--- config.mk ---
export PLATFORM = sky130hd
export DESIGN_NAME = scct_sq_cmp
export DESIGN_NICKNAME = d
export VERILOG_FILES = /design/src/rtl/scct_pkg.sv /design/src/rtl/scct_sq_cmp.sv
export SDC_FILE = /design/constraint.sdc
export NUM_CORES = 2
export LEC_CHECK = 0
export ABC_AREA = 1
export BUFFER_PORTS_ARGS = -buffer_cell sky130_fd_sc_hd__buf_2
export CAP_MARGIN = 10
export CORE_MARGIN = 2
export CORE_UTILIZATION = 65
export CTS_BUF_LIST = sky130_fd_sc_hd__clkbuf_16
export CTS_CLUSTER_SIZE = 12
export DETAILED_ROUTE_END_ITERATION = 6
export PLACE_DENSITY = 0.83
export SLEW_MARGIN = 10
export SYNTH_ARGS = -nofsm -noshare
export SYNTH_HDL_FRONTEND = slang
export SYNTH_SLANG_ARGS = --single-unit
--- constraint.sdc ---
create_clock -name i_clk -period 17.6 [get_ports i_clk]
set_input_delay 1.76 -clock i_clk [delete_from_list [all_inputs] [get_ports i_clk]]
set_output_delay 1.76 -clock i_clk [all_outputs]
set_load 0.02 [all_outputs]
--- src/rtl/scct_pkg.sv ---
package scct_pkg;

    localparam int COORD_BITS_DEF = 15;
    localparam int CFG_IDX_BITS   = 2;

    typedef enum logic [CFG_IDX_BITS-1:0] {
        REG_CENTER_X = 2'd0,
        REG_CENTER_Y = 2'd1,
        REG_RADIUS   = 2'd2
    } t_cfg_reg;

    // load enables for the two stages of the squared-distance compare
    typedef struct packed {
        logic s5;
        logic s6;
    } t_cmp_adv;

endpackage

--- src/rtl/scct_sq_cmp.sv ---
// cross^2 vs r^2 * len^2, split into half-width partial products
module scct_sq_cmp #(
    parameter int COORD_BITS = scct_pkg::COORD_BITS_DEF
) (
    input  logic                      i_clk,
    input  scct_pkg::t_cmp_adv        i_adv,
    input  logic [2*COORD_BITS+1:0]   i_cr_mag,
    input  logic [2*COORD_BITS:0]     i_len2,
    input  logic [2*COORD_BITS-3:0]   i_r2,
    output logic [4*COORD_BITS+3:0]   o_lhs,
    output logic [4*COORD_BITS+3:0]   o_rhs
);

    localparam int H  = COORD_BITS + 1;
    localparam int LW = 4 * H;
    localparam int RW = 2 * COORD_BITS - 2;

    logic [H-1:0]    w_ch;
    logic [H-1:0]    w_cl;
    logic [2*H-1:0]  w_len2x;
    logic [H-1:0]    w_lh;
    logic [H-1:0]    w_ll;

    logic [2*H-1:0]  r_chh;
    logic [2*H-1:0]  r_chl;
    logic [2*H-1:0]  r_cll;
    logic [RW+H-1:0] r_rlh;
    logic [RW+H-1:0] r_rll;

    logic [LW-1:0]   n_lhs;
    logic [LW-1:0]   n_rhs;
    logic [LW-1:0]   r_lhs;
    logic [LW-1:0]   r_rhs;

    assign w_ch    = i_cr_mag[2*H-1:H];
    assign w_cl    = i_cr_mag[H-1:0];
    assign w_len2x = (2*H)'(i_len2);
    assign w_lh    = w_len2x[2*H-1:H];
    assign w_ll    = w_len2x[H-1:0];

    always_ff @(posedge i_clk) begin
        if (i_adv.s5) begin
            r_chh <= w_ch * w_ch;
            r_chl <= w_ch * w_cl;
            r_cll <= w_cl * w_cl;
            r_rlh <= i_r2 * w_lh;
            r_rll <= i_r2 * w_ll;
        end
    end

    // ch^2 and cl^2 do not overlap, so they concatenate
    always_comb begin
        n_lhs = {r_chh, r_cll} + (LW'(r_chl) << (H + 1));
        n_rhs = (LW'(r_rlh) << H) + LW'(r_rll);
    end

    always_ff @(posedge i_clk) begin
        if (i_adv.s6) begin
            r_lhs <= n_lhs;
            r_rhs <= n_rhs;
        end
    end

    assign o_lhs = r_lhs;
    assign o_rhs = r_rhs;

endmodule
==> results.sh <==
export IMPL_end_kind="flop"
export IMPL_ys_flop_type="edfxtp_1"
export IMPL_core_area_mm2=0.107
export IMPL_num_io_pins=222
export IMPL_hold_depth=0
export IMPL_rows=120
export IMPL_grt_pass1_vias=62600
export IMPL_setup_tns_final_ns=0
export IMPL_status="finished, final reports clean"
export IMPL_yosysWarnings=0
export IMPL_synthCells=9400
export IMPL_fillers=8793
export IMPL_syn_to_final_growth_pct=4.14
export IMPL_drive_above_1_share_pct=4.02
export IMPL_synth_seq_cells=304
export IMPL_path_class="in2reg"
export IMPL_drv_cap=0
export IMPL_grt_setup_unrepaired="no"
export IMPL_critical_path_max_fanout=31
export IMPL_die_w_um=333
export IMPL_async_flop_share_pct=0
export IMPL_grt_pass1_wl_um=316000
export IMPL_skew_ns=0.0144
export IMPL_tightest_slew_ns=0.999
export IMPL_hold_path_end="o_rhs[11]"
export IMPL_final_hold_violation_count=0
export IMPL_finalCriticalPeriod_ns=7.17
export IMPL_worstPathArrival_ns=7.49
export IMPL_ys_types=39
export IMPL_numClockSinks=304
export IMPL_start_kind="primary input"
export IMPL_rrSetupSlack_ns=15.01
export IMPL_relSlewSlack_pct=33.4
export IMPL_grt_antenna_before_repair=8
export IMPL_critPathRequiredTime_ns=17.93
export IMPL_io_buffer_count=216
export IMPL_multi_input_area_mm2=0.0497
export IMPL_reg2reg_to="o_lhs[49]"
export IMPL_seq_area_frac_synth_pct=12.9
export IMPL_post_cts_resized=0
export IMPL_clock_root_buffer="clkbuf_16"
export IMPL_cts_tree="built"
export IMPL_clockBufferDepth=3
export IMPL_dp_hpwl_um=154000
export IMPL_dr_total_vias=58000
export IMPL_die_h_um=333
export IMPL_hold_class="reg2reg"
export IMPL_clk_latency_ns=0.56
export IMPL_setup_violations=0
export IMPL_fmax_mhz=140
export IMPL_via_per_inst=5.37
export IMPL_first_pass_iters=6
export IMPL_h_tree_depth=2
export IMPL_drt_antenna_violating_nets=0
export IMPL_avgSynthCellArea_um2=7.51
export IMPL_dr_first_iter_drc_count=4047
export IMPL_regArea_mm2=0.00913
export IMPL_grt_usage_pct=36.0
export IMPL_hp_start="r_rll[11]"
export IMPL_initial_core_util_pct=65.7
export IMPL_synthesis_area_mm2=0.0706
export IMPL_slew_violations=0
export IMPL_reg2reg_depth=13
export IMPL_drcViolationCount=0
export IMPL_routed_wirelength_um=191000
export IMPL_cts_clk_slew_worst_paths_ns=0.06
export IMPL_grt_max_degree=84
export IMPL_period_share_pct=40.7
export IMPL_cts_hold_buf=0
export IMPL_reg2reg_from="r_cll[17]"
export IMPL_dieArea_mm2=0.111
export IMPL_synth_edf_count=304
export IMPL_nets=11300
export IMPL_routabilityCongestion=0.999
export IMPL_avgRoutedWirePerCell_um=17.7
export IMPL_postCtsSetupBuffers=0
export IMPL_grt_ovfl_total=0
export IMPL_numCtsBuffers=34
[state kept, by name, indices dropped and copies added (netlist names)]
| register | count |
|---|---|
| o_lhs | 63 |
| o_rhs | 60 |
| r_chh | 31 |
| r_chl | 32 |
| r_cll | 31 |
| r_rlh | 43 |
| r_rll | 44 |
[logic make-up after synthesis]
family,synth area share [%]
AND/OR/NAND/NOR,20.9
buffers and inverters,16.7
adder cells (fa/ha/maj),45.0
AO/OA/AOI/OAI,2.45
flip-flops,12.9
XOR/XNOR,1.99
other,0.00531
[final cells by class]
| type | instances | area share, % |
|---|---|---|
| inverter | 2854 | 14.6 |
| clock buffer | 35 | 1.19 |
| clock inverter | 16 | 0.279 |
| timing repair buffer | 222 | 1.55 |
| tap | 1403 | 2.39 |
| multi-input combinational | 5964 | 67.6 |
| antenna | 3 | 0.0102 |
| sequential | 304 | 12.4 |
[layer usage]
metal	global-route usage, %	vias up	wire, um
met5	0	-	25
met4	22.7	4	13900
met2	63.5	2552	95000
met1	40.9	27900	68200
li1	-	26800	-
met3	5.20	756	14100
[Yosys cell counts (2+ instances only)]
cell type	n	area share (%)
a21o_1	8	0.085
a21oi_1	198	1.4
a31oi_1	11	0.098
and2_1	7	0.062
buf_1	58	0.31
buf_4	5	0.053
clkbuf_1	219	1.2
edfxtp_1	304	13
fa_1	1225	35
ha_1	580	10
inv_1	2836	15
inv_2	18	0.096
nand2_1	2890	15
nand2_2	20	0.18
nand3_1	218	1.5
nand3_2	19	0.27
nand3b_1	7	0.074
nand4_1	67	0.59
nor2_1	332	1.8
nor2_2	29	0.26
nor2_4	8	0.13
nor3_1	43	0.31
nor3_2	8	0.11
nor3b_2	2	0.035
nor4_1	4	0.035
o211ai_1	5	0.053
o21a_1	4	0.043
o21ai_0	88	0.62
o21bai_1	12	0.13
or2_1	4	0.035
or2_2	5	0.044
xnor2_1	34	0.42
xor2_1	126	1.6
[worst max path at each step]
stage,from,to,cells past startpoint
floorplan,i_len2[1],r_rll[39],22
global placement,i_r2[6],r_rlh[20],19
detailed placement,i_r2[23],r_rll[38],19
CTS,i_r2[8],r_rlh[20],19
global route,i_r2[23],r_rll[38],19
finish,i_r2[23],r_rll[38],19
[through the flow]
stage               setup WS, ns  cells  hold slack [ns]  util [%]  instance area [um2]
CTS                        10.52  10800            0.414      68.4                73500
finish                     10.43  10800            0.414      68.4                73500
global placement           10.04  10700            0.401      67.4                72400
floorplan                  10.66   9404            0.400         -                70600
global route               10.14  10800            0.420      68.4                73500
detailed placement          9.94  10700            0.405      67.4                72400
[placed cells by master, fill, tap and decap left out, types with 12 or more instances in the layout]
master,netlist,layout
a21oi_1,198,198
buf_2,0,214
clkbuf_16,0,35
edfxtp_1,304,304
fa_1,1225,1225
ha_1,580,580
inv_1,2836,2839
inv_2,18,18
nand2_1,2890,2890
nand2_2,20,20
nand3_1,218,218
nand3_2,19,19
nand4_1,67,67
nor2_1,332,332
nor2_2,29,29
nor3_1,43,43
o21ai_0,88,88
o21bai_1,12,12
xnor2_1,34,34
xor2_1,126,126
[critical path, stage by stage]
cell and delay (ns):
buf_2 0.67, nand2_1 0.21, fa_1 0.57, fa_1 0.53, fa_1 0.52, inv_1 0.06, fa_1 0.50, fa_1 0.49
inv_1 0.05, fa_1 0.56, inv_1 0.06, ha_1 0.46, nand2_1 0.14, nor2_1 0.22, inv_1 0.08, nor4_1 0.32
nand2_1 0.15, nand3_1 0.09, nand2_1 0.06
Power is left out: the tool's default activity adds up to more than one toggle a clock period on the data nets, which glitch-free logic cannot reach.
